--- config.mk ---
export PLATFORM = sky130hd
export DESIGN_NAME = trimmed_moving_average
export DESIGN_NICKNAME = d
export VERILOG_FILES = /design/src/rtl/core/tmavg_pkg.sv /design/src/rtl/core/tmavg_queue.sv /design/src/rtl/core/tmavg_div.sv /design/src/rtl/core/tmavg_back.sv /design/src/rtl/core/trimmed_moving_average.sv
export SDC_FILE = /design/constraint.sdc
export NUM_CORES = 1
export LEC_CHECK = 0
export BUFFER_PORTS_ARGS = -buffer_cell sky130_fd_sc_hd__buf_2
export CAP_MARGIN = 20
export CORE_ASPECT_RATIO = 1.25
export CORE_MARGIN = 5
export CORE_UTILIZATION = 60
export CTS_BUF_LIST = sky130_fd_sc_hd__clkbuf_8
export DETAILED_ROUTE_END_ITERATION = 8
export MAX_ROUTING_LAYER = met4
export PLACE_DENSITY = 0.86
export SLEW_MARGIN = 20
export SYNTH_ARGS = -nofsm -noshare
export SYNTH_HDL_FRONTEND = slang
export SYNTH_SLANG_ARGS = --single-unit
--- constraint.sdc ---
create_clock -name clk -period 12.2 [get_ports clk]
set_clock_uncertainty 0.05 [all_clocks]
set_input_delay 1.83 -clock clk [delete_from_list [all_inputs] [get_ports clk]]
set_output_delay 1.83 -clock clk [all_outputs]
set_load 0.02 [all_outputs]
--- src/rtl/core/tmavg_pkg.sv ---
`timescale 1ns / 1ps

package tmavg_pkg;

  // Samples dropped by the trimmed mean: the window maximum and minimum.
  localparam int TRIM_DROP = 2;

  // Entries in the queue between the input side and the processing side.
  localparam int QUEUE_DEPTH = 2;

  // Width of the reported fill count.
  localparam int FILL_BITS = 3;

  typedef enum logic [2:0] {
    ST_IDLE,
    ST_UPDATE,
    ST_SCAN,
    ST_PREP,
    ST_START,
    ST_WAIT,
    ST_DONE
  } back_state_t;

endpackage

--- src/rtl/core/tmavg_queue.sv ---
`timescale 1ns / 1ps

module tmavg_queue #(
  parameter int SAMPLE_BITS = 24
) (
  input  logic                          clk,
  input  logic                          rst_n,
  input  logic                          in_valid,
  output logic                          in_stall,
  input  logic signed [SAMPLE_BITS-1:0] in_sample,
  output logic                          q_vld,
  output logic signed [SAMPLE_BITS-1:0] q_data,
  input  logic                          q_pop
);

  localparam int DEPTH = tmavg_pkg::QUEUE_DEPTH;
  localparam int IW = (DEPTH > 1) ? $clog2(DEPTH) : 1;
  localparam int NW = $clog2(DEPTH + 1);

  logic signed [SAMPLE_BITS-1:0] entry_r [DEPTH];
  logic [IW-1:0] wr_ptr_r, wr_ptr_nxt;
  logic [IW-1:0] rd_ptr_r, rd_ptr_nxt;
  logic [NW-1:0] cnt_r, cnt_nxt;
  logic push;
  logic pop;

  assign in_stall = (cnt_r == NW'(DEPTH));
  assign q_vld = (cnt_r != '0);
  assign q_data = entry_r[rd_ptr_r];
  assign push = in_valid && !in_stall;
  assign pop = q_pop && q_vld;

  always_comb begin
    wr_ptr_nxt = wr_ptr_r;
    rd_ptr_nxt = rd_ptr_r;
    cnt_nxt = cnt_r;
    if (push) begin
      wr_ptr_nxt = (wr_ptr_r == IW'(DEPTH - 1)) ? '0 : wr_ptr_r + IW'(1);
    end
    if (pop) begin
      rd_ptr_nxt = (rd_ptr_r == IW'(DEPTH - 1)) ? '0 : rd_ptr_r + IW'(1);
    end
    if (push && !pop) begin
      cnt_nxt = cnt_r + NW'(1);
    end else if (pop && !push) begin
      cnt_nxt = cnt_r - NW'(1);
    end
  end

  always_ff @(posedge clk) begin
    if (!rst_n) begin
      wr_ptr_r <= '0;
      rd_ptr_r <= '0;
      cnt_r <= '0;
    end else begin
      wr_ptr_r <= wr_ptr_nxt;
      rd_ptr_r <= rd_ptr_nxt;
      cnt_r <= cnt_nxt;
    end
  end

  always_ff @(posedge clk) begin
    if (push) begin
      entry_r[wr_ptr_r] <= in_sample;
    end
  end

endmodule

--- src/rtl/core/tmavg_div.sv ---
`timescale 1ns / 1ps

module tmavg_div #(
  parameter int NUM_W = 27,
  parameter int DEN_W = 3
) (
  input  logic             clk,
  input  logic             rst_n,
  input  logic             start,
  input  logic [NUM_W-1:0] num,
  input  logic [DEN_W-1:0] den,
  output logic             done,
  output logic [NUM_W-1:0] quo
);

  localparam int CNT_W = $clog2(NUM_W + 1);

  logic [NUM_W-1:0] quo_r, quo_nxt;
  logic [DEN_W-1:0] rem_r, rem_nxt;
  logic [DEN_W-1:0] den_r, den_nxt;
  logic [CNT_W-1:0] cnt_r, cnt_nxt;
  logic done_r, done_nxt;
  logic [DEN_W:0] shifted;
  logic [DEN_W:0] diff;
  logic ge;

  assign shifted = {rem_r, quo_r[NUM_W-1]};
  assign ge = (shifted >= {1'b0, den_r});
  assign diff = shifted - {1'b0, den_r};
  assign done = done_r;
  assign quo = quo_r;

  always_comb begin
    quo_nxt = quo_r;
    rem_nxt = rem_r;
    den_nxt = den_r;
    cnt_nxt = cnt_r;
    done_nxt = 1'b0;
    if (start) begin
      quo_nxt = num;
      rem_nxt = '0;
      den_nxt = den;
      cnt_nxt = CNT_W'(NUM_W);
    end else if (cnt_r != '0) begin
      rem_nxt = ge ? diff[DEN_W-1:0] : shifted[DEN_W-1:0];
      quo_nxt = {quo_r[NUM_W-2:0], ge};
      cnt_nxt = cnt_r - CNT_W'(1);
      done_nxt = (cnt_r == CNT_W'(1));
    end
  end

  always_ff @(posedge clk) begin
    if (!rst_n) begin
      cnt_r <= '0;
      done_r <= 1'b0;
    end else begin
      cnt_r <= cnt_nxt;
      done_r <= done_nxt;
    end
  end

  always_ff @(posedge clk) begin
    quo_r <= quo_nxt;
    rem_r <= rem_nxt;
    den_r <= den_nxt;
  end

endmodule

--- src/rtl/core/tmavg_back.sv ---
`timescale 1ns / 1ps

module tmavg_back #(
  parameter int WINDOW = 5,
  parameter int SAMPLE_BITS = 24
) (
  input  logic                               clk,
  input  logic                               rst_n,
  input  logic                               q_vld,
  input  logic signed [SAMPLE_BITS-1:0]      q_data,
  output logic                               q_pop,
  output logic                               out_valid,
  input  logic                               out_stall,
  output logic signed [SAMPLE_BITS-1:0]      out_trimmed_mean,
  output logic signed [SAMPLE_BITS-1:0]      out_plain_mean,
  output logic [tmavg_pkg::FILL_BITS-1:0]    out_fill_count
);

  localparam int CW = $clog2(WINDOW + 1);
  localparam int PW = $clog2(WINDOW);
  localparam int SW = SAMPLE_BITS + $clog2(WINDOW);
  localparam int FB = tmavg_pkg::FILL_BITS;

  tmavg_pkg::back_state_t state_r, state_nxt;

  logic signed [SAMPLE_BITS-1:0] mem [WINDOW];
  logic signed [SAMPLE_BITS-1:0] rd_data_r;
  logic rd_en;
  logic [PW-1:0] rd_addr;
  logic wr_en;
  logic [PW-1:0] wr_addr;

  logic [CW-1:0] count_r, count_nxt;
  logic [PW-1:0] ptr_r, ptr_nxt;
  logic signed [SW-1:0] sum_r, sum_nxt;
  logic signed [SAMPLE_BITS-1:0] smp_r, smp_nxt;
  logic signed [SAMPLE_BITS-1:0] hi_r, hi_nxt;
  logic signed [SAMPLE_BITS-1:0] lo_r, lo_nxt;
  logic signed [SW-1:0] trim_r, trim_nxt;
  logic [PW-1:0] scan_addr_r, scan_addr_nxt;
  logic [CW-1:0] scan_left_r, scan_left_nxt;
  logic cmp_vld_r, cmp_vld_nxt;

  logic out_valid_r, out_valid_nxt;
  logic signed [SAMPLE_BITS-1:0] out_trim_r, out_trim_nxt;
  logic signed [SAMPLE_BITS-1:0] out_plain_r, out_plain_nxt;
  logic [FB-1:0] out_fill_r, out_fill_nxt;

  logic full;
  logic [PW:0] slot_sum;
  logic [PW-1:0] slot;
  logic [PW-1:0] ptr_inc;
  logic signed [SW:0] trim_full;
  logic [SW-1:0] sum_mag;
  logic [SW-1:0] trim_mag;
  logic div_start;
  logic plain_done;
  logic trim_done;
  logic [SW-1:0] plain_quo;
  logic [SW-1:0] trim_quo;
  logic [SW-1:0] plain_res;
  logic [SW-1:0] trim_res;
  logic [CW+FB-1:0] count_ext;

  assign full = (count_r == CW'(WINDOW));
  assign slot_sum = (PW+1)'(ptr_r) + (PW+1)'(count_r);
  assign slot = (slot_sum >= (PW+1)'(WINDOW)) ? PW'(slot_sum - (PW+1)'(WINDOW))
                                              : slot_sum[PW-1:0];
  assign ptr_inc = (ptr_r == PW'(WINDOW - 1)) ? '0 : ptr_r + PW'(1);
  assign trim_full = (SW+1)'(sum_r) - (SW+1)'(hi_r) - (SW+1)'(lo_r);
  assign sum_mag = sum_r[SW-1] ? (~$unsigned(sum_r) + SW'(1)) : $unsigned(sum_r);
  assign trim_mag = trim_r[SW-1] ? (~$unsigned(trim_r) + SW'(1)) : $unsigned(trim_r);
  assign plain_res = sum_r[SW-1] ? (~plain_quo + SW'(1)) : plain_quo;
  assign trim_res = trim_r[SW-1] ? (~trim_quo + SW'(1)) : trim_quo;
  assign count_ext = (CW+FB)'(count_r);

  assign out_valid = out_valid_r;
  assign out_trimmed_mean = out_trim_r;
  assign out_plain_mean = out_plain_r;
  assign out_fill_count = out_fill_r;

  tmavg_div #(
    .NUM_W(SW),
    .DEN_W(CW)
  ) u_div_plain (
    .clk(clk),
    .rst_n(rst_n),
    .start(div_start),
    .num(sum_mag),
    .den(count_r),
    .done(plain_done),
    .quo(plain_quo)
  );

  tmavg_div #(
    .NUM_W(SW),
    .DEN_W(CW)
  ) u_div_trim (
    .clk(clk),
    .rst_n(rst_n),
    .start(div_start),
    .num(trim_mag),
    .den(count_r - CW'(tmavg_pkg::TRIM_DROP)),
    .done(trim_done),
    .quo(trim_quo)
  );

  always_comb begin
    state_nxt = state_r;
    count_nxt = count_r;
    ptr_nxt = ptr_r;
    sum_nxt = sum_r;
    smp_nxt = smp_r;
    hi_nxt = hi_r;
    lo_nxt = lo_r;
    trim_nxt = trim_r;
    scan_addr_nxt = scan_addr_r;
    scan_left_nxt = scan_left_r;
    cmp_vld_nxt = 1'b0;
    out_valid_nxt = out_valid_r && out_stall;
    out_trim_nxt = out_trim_r;
    out_plain_nxt = out_plain_r;
    out_fill_nxt = out_fill_r;
    q_pop = 1'b0;
    rd_en = 1'b0;
    rd_addr = ptr_r;
    wr_en = 1'b0;
    wr_addr = slot;
    div_start = 1'b0;

    case (state_r)
      tmavg_pkg::ST_IDLE: begin
        if (q_vld) begin
          q_pop = 1'b1;
          smp_nxt = q_data;
          rd_en = 1'b1;
          rd_addr = ptr_r;
          state_nxt = tmavg_pkg::ST_UPDATE;
        end
      end
      tmavg_pkg::ST_UPDATE: begin
        wr_en = 1'b1;
        if (full) begin
          wr_addr = ptr_r;
          sum_nxt = sum_r - SW'(rd_data_r) + SW'(smp_r);
          ptr_nxt = ptr_inc;
        end else begin
          wr_addr = slot;
          sum_nxt = sum_r + SW'(smp_r);
          count_nxt = count_r + CW'(1);
        end
        hi_nxt = smp_r;
        lo_nxt = smp_r;
        scan_addr_nxt = full ? ptr_inc : ptr_r;
        scan_left_nxt = full ? count_r : count_r + CW'(1);
        state_nxt = tmavg_pkg::ST_SCAN;
      end
      tmavg_pkg::ST_SCAN: begin
        if (cmp_vld_r) begin
          if (rd_data_r > hi_r) begin
            hi_nxt = rd_data_r;
          end
          if (rd_data_r < lo_r) begin
            lo_nxt = rd_data_r;
          end
        end
        if (scan_left_r != '0) begin
          rd_en = 1'b1;
          rd_addr = scan_addr_r;
          scan_addr_nxt = (scan_addr_r == PW'(WINDOW - 1)) ? '0 : scan_addr_r + PW'(1);
          scan_left_nxt = scan_left_r - CW'(1);
          cmp_vld_nxt = 1'b1;
        end else begin
          state_nxt = tmavg_pkg::ST_PREP;
        end
      end
      tmavg_pkg::ST_PREP: begin
        trim_nxt = $signed(trim_full[SW-1:0]);
        state_nxt = tmavg_pkg::ST_START;
      end
      tmavg_pkg::ST_START: begin
        div_start = 1'b1;
        state_nxt = tmavg_pkg::ST_WAIT;
      end
      tmavg_pkg::ST_WAIT: begin
        if (plain_done && trim_done) begin
          state_nxt = tmavg_pkg::ST_DONE;
        end
      end
      tmavg_pkg::ST_DONE: begin
        if (!out_valid_r || !out_stall) begin
          out_valid_nxt = 1'b1;
          out_plain_nxt = $signed(plain_res[SAMPLE_BITS-1:0]);
          out_trim_nxt = (count_r <= CW'(tmavg_pkg::TRIM_DROP))
                         ? $signed(plain_res[SAMPLE_BITS-1:0])
                         : $signed(trim_res[SAMPLE_BITS-1:0]);
          out_fill_nxt = count_ext[FB-1:0];
          state_nxt = tmavg_pkg::ST_IDLE;
        end
      end
      default: begin
        state_nxt = tmavg_pkg::ST_IDLE;
      end
    endcase
  end

  always_ff @(posedge clk) begin
    if (!rst_n) begin
      state_r <= tmavg_pkg::ST_IDLE;
      count_r <= '0;
      ptr_r <= '0;
      sum_r <= '0;
      scan_left_r <= '0;
      cmp_vld_r <= 1'b0;
      out_valid_r <= 1'b0;
    end else begin
      state_r <= state_nxt;
      count_r <= count_nxt;
      ptr_r <= ptr_nxt;
      sum_r <= sum_nxt;
      scan_left_r <= scan_left_nxt;
      cmp_vld_r <= cmp_vld_nxt;
      out_valid_r <= out_valid_nxt;
    end
  end

  always_ff @(posedge clk) begin
    smp_r <= smp_nxt;
    hi_r <= hi_nxt;
    lo_r <= lo_nxt;
    trim_r <= trim_nxt;
    scan_addr_r <= scan_addr_nxt;
    out_trim_r <= out_trim_nxt;
    out_plain_r <= out_plain_nxt;
    out_fill_r <= out_fill_nxt;
  end

  always_ff @(posedge clk) begin
    if (wr_en) begin
      mem[wr_addr] <= smp_r;
    end
  end

  always_ff @(posedge clk) begin
    if (rd_en) begin
      rd_data_r <= mem[rd_addr];
    end
  end

endmodule

--- src/rtl/core/trimmed_moving_average.sv ---
`timescale 1ns / 1ps

// Moving average over the last WINDOW signed Q16.8 samples, giving for each request
// the plain mean and the mean with the window maximum and minimum removed; both
// divisions truncate toward zero, and with two samples or fewer held the trimmed mean
// equals the plain mean. A two-entry queue takes requests while the processing side
// works, and one result register holds a finished result while the next request is
// already being processed. Each request is handled by a scan of the window through the single
// read port of the sample memory, one entry per cycle, followed by two bit-serial dividers
// that run in parallel and produce one quotient bit per cycle.
module trimmed_moving_average #(
  parameter int WINDOW = 5,
  parameter int SAMPLE_BITS = 24
) (
  input  logic                            clk,
  input  logic                            rst_n,
  input  logic                            in_valid,
  output logic                            in_stall,
  input  logic signed [SAMPLE_BITS-1:0]   in_sample,
  output logic                            out_valid,
  input  logic                            out_stall,
  output logic signed [SAMPLE_BITS-1:0]   out_trimmed_mean,
  output logic signed [SAMPLE_BITS-1:0]   out_plain_mean,
  output logic [tmavg_pkg::FILL_BITS-1:0] out_fill_count
);

  logic q_vld;
  logic signed [SAMPLE_BITS-1:0] q_data;
  logic q_pop;

  tmavg_queue #(
    .SAMPLE_BITS(SAMPLE_BITS)
  ) u_queue (
    .clk(clk),
    .rst_n(rst_n),
    .in_valid(in_valid),
    .in_stall(in_stall),
    .in_sample(in_sample),
    .q_vld(q_vld),
    .q_data(q_data),
    .q_pop(q_pop)
  );

  tmavg_back #(
    .WINDOW(WINDOW),
    .SAMPLE_BITS(SAMPLE_BITS)
  ) u_back (
    .clk(clk),
    .rst_n(rst_n),
    .q_vld(q_vld),
    .q_data(q_data),
    .q_pop(q_pop),
    .out_valid(out_valid),
    .out_stall(out_stall),
    .out_trimmed_mean(out_trimmed_mean),
    .out_plain_mean(out_plain_mean),
    .out_fill_count(out_fill_count)
  );

endmodule

==> qor.yml, run 1 <==
floorplanning:
  coreArea_mm2: 0.04318
  die_area_mm2: 0.04799
  die_y_um: 243.7
  start_util: 0.6070
  fp.dieW_um: 196.9
  row_count: 85
  ioPinCount: 81
setup_path:
  endpoint_kind: "flop"
  crit_path_top_delay_cell: "fa_1"
  crit_required_ns: 12.69
  r2r-end: "u_back.sum_r[19]$_SDFFE_PN0P_"
  crit_path_start: "u_back.sum_r[1]$_SDFFE_PN0P_"
  cp_num_cells: 14
  cp_slowest_stage_delay_ns: 0.59
  rr_worst_depth: 14
  critPathLaunchType: "flop"
  critical_path_class: "flop to flop"
  cp.arrival_ns: 4.74
  cp_num_buf_inv: 2
  reg2reg_from: "u_back.sum_r[1]$_SDFFE_PN0P_"
  path_cells: "inv_1, fa_1, inv_1, ha_1, a21o_1, a21oi_1, o21ai_0, a41oi_1, a21oi_1, o41a_1, a31oi_1, xnor2_1, nand2_1, a221oi_1"
  path_delay_family: "compound AO/OA/AOI/OAI gates"
  worst-path-max-fanout: 9
  r2r_slack_ns: 7.95
sta:
  fin_crit_ns: 4.250
  maxSlewHeadroom: 0.2841
  finalSetupTns_ns: 0
  fmax_ghz: 0.2353
  setup_viol: 0
  slew_violations: 0
  hold_ws_ns: 0.4443
  fin_crit_sh: 0.3484
  rsz0062_at_grt: "false"
  tightest_slew_ns: 1.071
  final_hold_viol_count: 0
cts:
  numCtsBuffers: 74
  clockBufferDepth: 3
  clock_sinks: 467
  cts_resized: 0
  post_cts_buffers: 0
  worstSkewPairLatency_ns: 0.66
  cts.htree.levels: 3
  clkTransAtPathRegs_ns: 0.07
  cts_tree: "built"
  cts_hold_buf: 0
  cts_root_buffer: "clkbuf_8"
run_status:
  outcome: "complete, no violations"
finish:
  finish.net_count: 2646
  area_growth_pct: 9.744
  utilization: 0.6661
  drive_above_1_share: 0.1305
  fillerInstances: 3210
synth:
  synthArstFlopShare: 0
  ys_ff_latch: 467
  synth.avg_cell_area_um2: 11.45
  synth_cell_types: 73
  yosys_warnings: 0
  netlist_area_mm2: 0.02621
  synth_seq_area_share: 0.5110
  synthCells: 2289
  syn_nets: 2535
  synth_edf_count: 404
  synth_ff_type: "edfxtp_1"
worst_hold_path:
  holdPathEnd: "u_back.scan_left_r[2]$_SDFFE_PN0P_"
  min_from: "u_back.scan_left_r[2]$_SDFFE_PN0P_"
  holdPathStages: 1
  worstHoldPathType: "flop to flop"
routing:
  drt-total-wl_um: 56110
  vias: 17632
  drc_errors: 0
  wire_per_inst_um: 18.59
  ant_nets: 0
  dr.pass1.iters: 5
  avgViaCountPerCell: 5.842
  detail_route.iter0.violations: 1042
global_route:
  grt_pass1_vias: 18138
  track_usage: 0.2426
  grt_first_pass_wirelength_um: 91380
  overflow: 0
  antenna_found_initial: 1
  grt_max_degree: 99
job:
  drv_cap: 0
placement:
  dp_hpwl_um: 42080
  place.gp.congestion: 0.9417
  numPortBuffers: 80
==> state kept, by name, summed over array words and instances (netlist names), 24 cells and up <==
| register | cells |
|---|---|
| u_back.mem | 120 |
| u_back.u_div_trim.quo | 27 |
| u_back.out_trimmed_mean | 24 |
| u_back.smp_r | 24 |
| u_back.trim_r | 27 |
| u_back.rd_data_r | 24 |
| u_back.lo_r | 24 |
| u_back.sum_r | 27 |
| u_back.hi_r | 24 |
| u_queue.entry_r | 48 |
| u_back.out_plain_mean | 24 |
| u_back.u_div_plain.quo | 27 |
==> synthesized netlist by cell type (all sizes together) (56+ instances only) <==
library cell | count | area share
dfxtp | 63 | 0.048
nand2 | 205 | 0.029
xor2 | 68 | 0.023
o21ai | 180 | 0.034
fa | 56 | 0.043
inv | 209 | 0.030
a21oi | 151 | 0.029
edfxtp | 404 | 0.46
ha | 162 | 0.077
xnor2 | 112 | 0.037
clkbuf | 65 | 0.0093
nor2 | 113 | 0.016
==> through the flow <==
stage | setup slack (ns) | instances | area, um^2
after global routing | 7.594 | 3018 | 28760
final | 7.950 | 3018 | 28760
after detailed placement | 7.972 | 2889 | 27340
after global placement | 8.064 | 2889 | 27340
after CTS | 7.930 | 3017 | 28750
after floorplan | 7.385 | 2289 | 26210
==> per-layer routing <==
metal / wire length, um / global-route usage
met5: 0 / -
met4: 2147 / 0.1030
met3: 3251 / 0.03344
met2: 28270 / 0.4123
met1: 22440 / 0.2911
==> final cells by class <==
type	count	area [um^2]	area share
repair buffers	106	595.6	0.02071
inverters	209	784.5	0.02728
multi-input cells	1542	11870	0.4125
clock inverters	50	339.1	0.01179
clock buffers	78	1074	0.03732
diodes	1	2.502	0.00008700
flip-flops and latches	467	13400	0.4657
well taps	565	706.9	0.02458
==> worst max-delay path by stage <==
stage                                     to  slack [ns]
2_1_floorplan     u_back.mem[2][0]$_DFFE_PP_        7.38
3_3_place_gp   u_back.sum_r[19]$_SDFFE_PN0P_        8.06
3_5_place_dp   u_back.sum_r[19]$_SDFFE_PN0P_        7.97
4_1_cts        u_back.sum_r[19]$_SDFFE_PN0P_        7.93
5_1_grt        u_back.sum_r[19]$_SDFFE_PN0P_        7.59
6_report       u_back.sum_r[19]$_SDFFE_PN0P_        7.95
==> cell families after synthesis <==
family | count (synthesis) | synth area share
flip-flops | 467 | 0.5110
XOR/XNOR | 180 | 0.06015
AND/OR/NAND/NOR | 503 | 0.09047
buffers and inverters | 280 | 0.04039
AO/OA/AOI/OAI | 556 | 0.1316
multiplexers | 85 | 0.04631
adder cells (fa/ha/maj) | 218 | 0.1201
==> cell usage in the layout (no fill, tap or decap), drive strengths merged, types with 12 or more instances in the layout <==
master	netlist	routed
ha	162	162
or4	12	12
and3	15	15
nor2	113	113
xnor2	112	112
edfxtp	404	404
clkinv	0	22
a21oi	151	151
o21ai	180	180
nand2b	19	19
clkbuf	65	78
nand3	16	16
o21bai	17	17
nor2b	18	18
inv	209	231
nand2	205	205
nand4	16	16
a211oi	36	36
buf	6	106
mux4	24	24
o31ai	26	26
a31oi	14	14
o21a	19	19
or3	27	27
dfxtp	63	63
fa	56	56
mux2	50	50
nor3	30	30
a21o	54	54
xor2	68	68
Power of run 1 is left out: the tool's default activity adds up to more than one toggle a clock period on the data nets, which glitch-free logic cannot reach.
==> inputs of run 2 (changes only) <==
==> constraint.sdc (replaced) <==
create_clock -name clk -period 4.2 [get_ports clk]
set_clock_uncertainty 0.05 [all_clocks]
set_input_delay 0.63 -clock clk [delete_from_list [all_inputs] [get_ports clk]]
set_output_delay 0.63 -clock clk [all_outputs]
set_load 0.02 [all_outputs]
==> run 2 against run 1 <==
Sequential cell count is the same. Die area stayed put. Worst hold slack got worse by 0.32 ns. First-iteration DRC count rose by 15%. Setup slack got worse by 7.7 ns. Routed wire length rose by 3.5%. Final area increased by 1.2%. Sequential share of layout area is 0.55 points lower. Register-to-register slack lost 7.7 ns. Global-route usage up 0.85 points. Critical path type unchanged. Critical endpoint is now u_back.trim_r[26]$_DFFE_PP_.
==> qor.yml, run 2 (synthesis results as in run 1) <==
run_status:
  outcome: "complete, no violations"
cts:
  clock_sinks: 467
  cts_hold_buf: 0
  cts.htree.levels: 3
  numCtsBuffers: 72
  cts_resized: 0
  clockBufferDepth: 3
  clkTransAtPathRegs_ns: 0.06
  cts_tree: "built"
  post_cts_buffers: 0
  worstSkewPairLatency_ns: 0.64
  cts_root_buffer: "clkbuf_8"
sta:
  setup_viol: 0
  fin_crit_ns: 3.904
  fin_crit_sh: 0.9296
  slew_violations: 0
  maxSlewHeadroom: 0.2519
  fmax_ghz: 0.2561
  final_hold_viol_count: 0
  tightest_slew_ns: 1.122
  finalSetupTns_ns: 0
  rsz0062_at_grt: "false"
global_route:
  track_usage: 0.2511
  overflow: 0
  antenna_found_initial: 1
  grt_first_pass_wirelength_um: 93860
  grt_pass1_vias: 18657
  grt_max_degree: 65
floorplanning:
  die_area_mm2: 0.04799
  fp.dieW_um: 196.9
  die_y_um: 243.7
  row_count: 85
  coreArea_mm2: 0.04318
  start_util: 0.6070
  ioPinCount: 81
setup_path:
  cp_slowest_stage_delay_ns: 0.48
  path_delay_family: "compound AO/OA/AOI/OAI gates"
  critPathLaunchType: "flop"
  worst-path-max-fanout: 6
  critical_path_class: "flop to flop"
  crit_path_top_delay_cell: "dfxtp_1"
  cp.arrival_ns: 4.23
  crit_required_ns: 4.53
  endpoint_kind: "flop"
  cp_num_buf_inv: 1
  path_cells: "fa_1, ha_1, a21o_1, a21o_1, a221o_1, a31oi_1, buf_4, nand4bb_1, a21oi_1, a2111oi_1, o21bai_1, a21oi_1, xnor2_1"
finish:
  final_common_cell: "edfxtp_1"
  reg_top3: "u_back.mem: 120 flops, u_queue.entry_r: 48 flops"
  drive_above_1_share: 0.1421
  regMostFlops: "u_back.mem"
  seq_area_mm2: 0.01340
  multi_input_area_mm2: 0.01188
  mostFrequentLayoutCells: "edfxtp_1, inv_1, nand2_1"
  largest_reg_flops: 120
  fillerInstances: 3147
  finish.net_count: 2679
  area_growth_pct: 11.06
routing:
  drt-total-wl_um: 58050
  ant_nets: 0
  drc_errors: 0
  avgViaCountPerCell: 5.868
  wire_per_inst_um: 19.03
  detail_route.iter0.violations: 1196
  vias: 17896
  dr.pass1.iters: 7
placement:
  dp_hpwl_um: 44000
  place.gp.congestion: 0.9916
  numPortBuffers: 80
worst_hold_path:
  worstHoldPathType: "primary input to flop"
job:
  drv_cap: 0
## run 2: cell count changes in the layout (fill, tap and decap cells not counted), moves of 2 or more
cell	change
buf_12	+4
clkinv_8	-2
buf_4	+31
inv_6	-2
inv_1	-3
bufinv_16	+3
## run 2: stage by stage
stage | instances | util | setup slack (ns) | hold slack, ns | cell area (um^2)
4_1_cts | 3049 | 0.6739 | 0.1714 | 0.06879 | 29100
3_5_place_dp | 2924 | 0.6407 | 0.1742 | 0.4280 | 27660
5_1_grt | 3050 | 0.6741 | 0.03462 | 0.08352 | 29110
6_report | 3050 | 0.6741 | 0.2957 | 0.1242 | 29110
3_3_place_gp | 2924 | 0.6406 | 0.3828 | 0.4121 | 27660
2_1_floorplan | 2289 | - | -0.5437 | 0.3971 | 26220
## run 2: per-layer routing
layer | vias up | track usage | part of all wire
met5 | - | - | 0
met4 | 0 | 0.1110 | 0.040
met3 | 149 | 0.04201 | 0.056
met2 | 563 | 0.4204 | 0.50
met1 | 8589 | 0.3002 | 0.41
li1 | 8595 | - | -
## run 2: layout make-up
| class | instances | share of cell area |
|---|---|---|
| antenna | 1 | 0.00008597 |
| tap | 565 | 0.02429 |
| multi-input combinational | 1542 | 0.4080 |
| clock inverter | 47 | 0.01238 |
| timing repair buffer | 141 | 0.03121 |
| inverter | 209 | 0.02695 |
| sequential | 467 | 0.4602 |
| clock buffer | 78 | 0.03688 |
## run 2: path summary, 6_finish.rpt
kind | end | startpoint | slack (ns) | cells past startpoint
worst min register to register | u_back.scan_left_r[2]$_SDFFE_PN0P_ | u_back.scan_left_r[2]$_SDFFE_PN0P_ | 0.44 | 1
worst max-delay path | u_back.trim_r[26]$_DFFE_PP_ | u_back.sum_r[9]$_SDFFE_PN0P_ | 0.30 | 13
worst min-delay path | u_queue.entry_r[0][2]$_DFFE_PP_ | in_sample[2] | 0.12 | 1
worst max register to register | u_back.trim_r[26]$_DFFE_PP_ | u_back.sum_r[9]$_SDFFE_PN0P_ | 0.30 | 13
Power of run 2 is left out for the same reason.
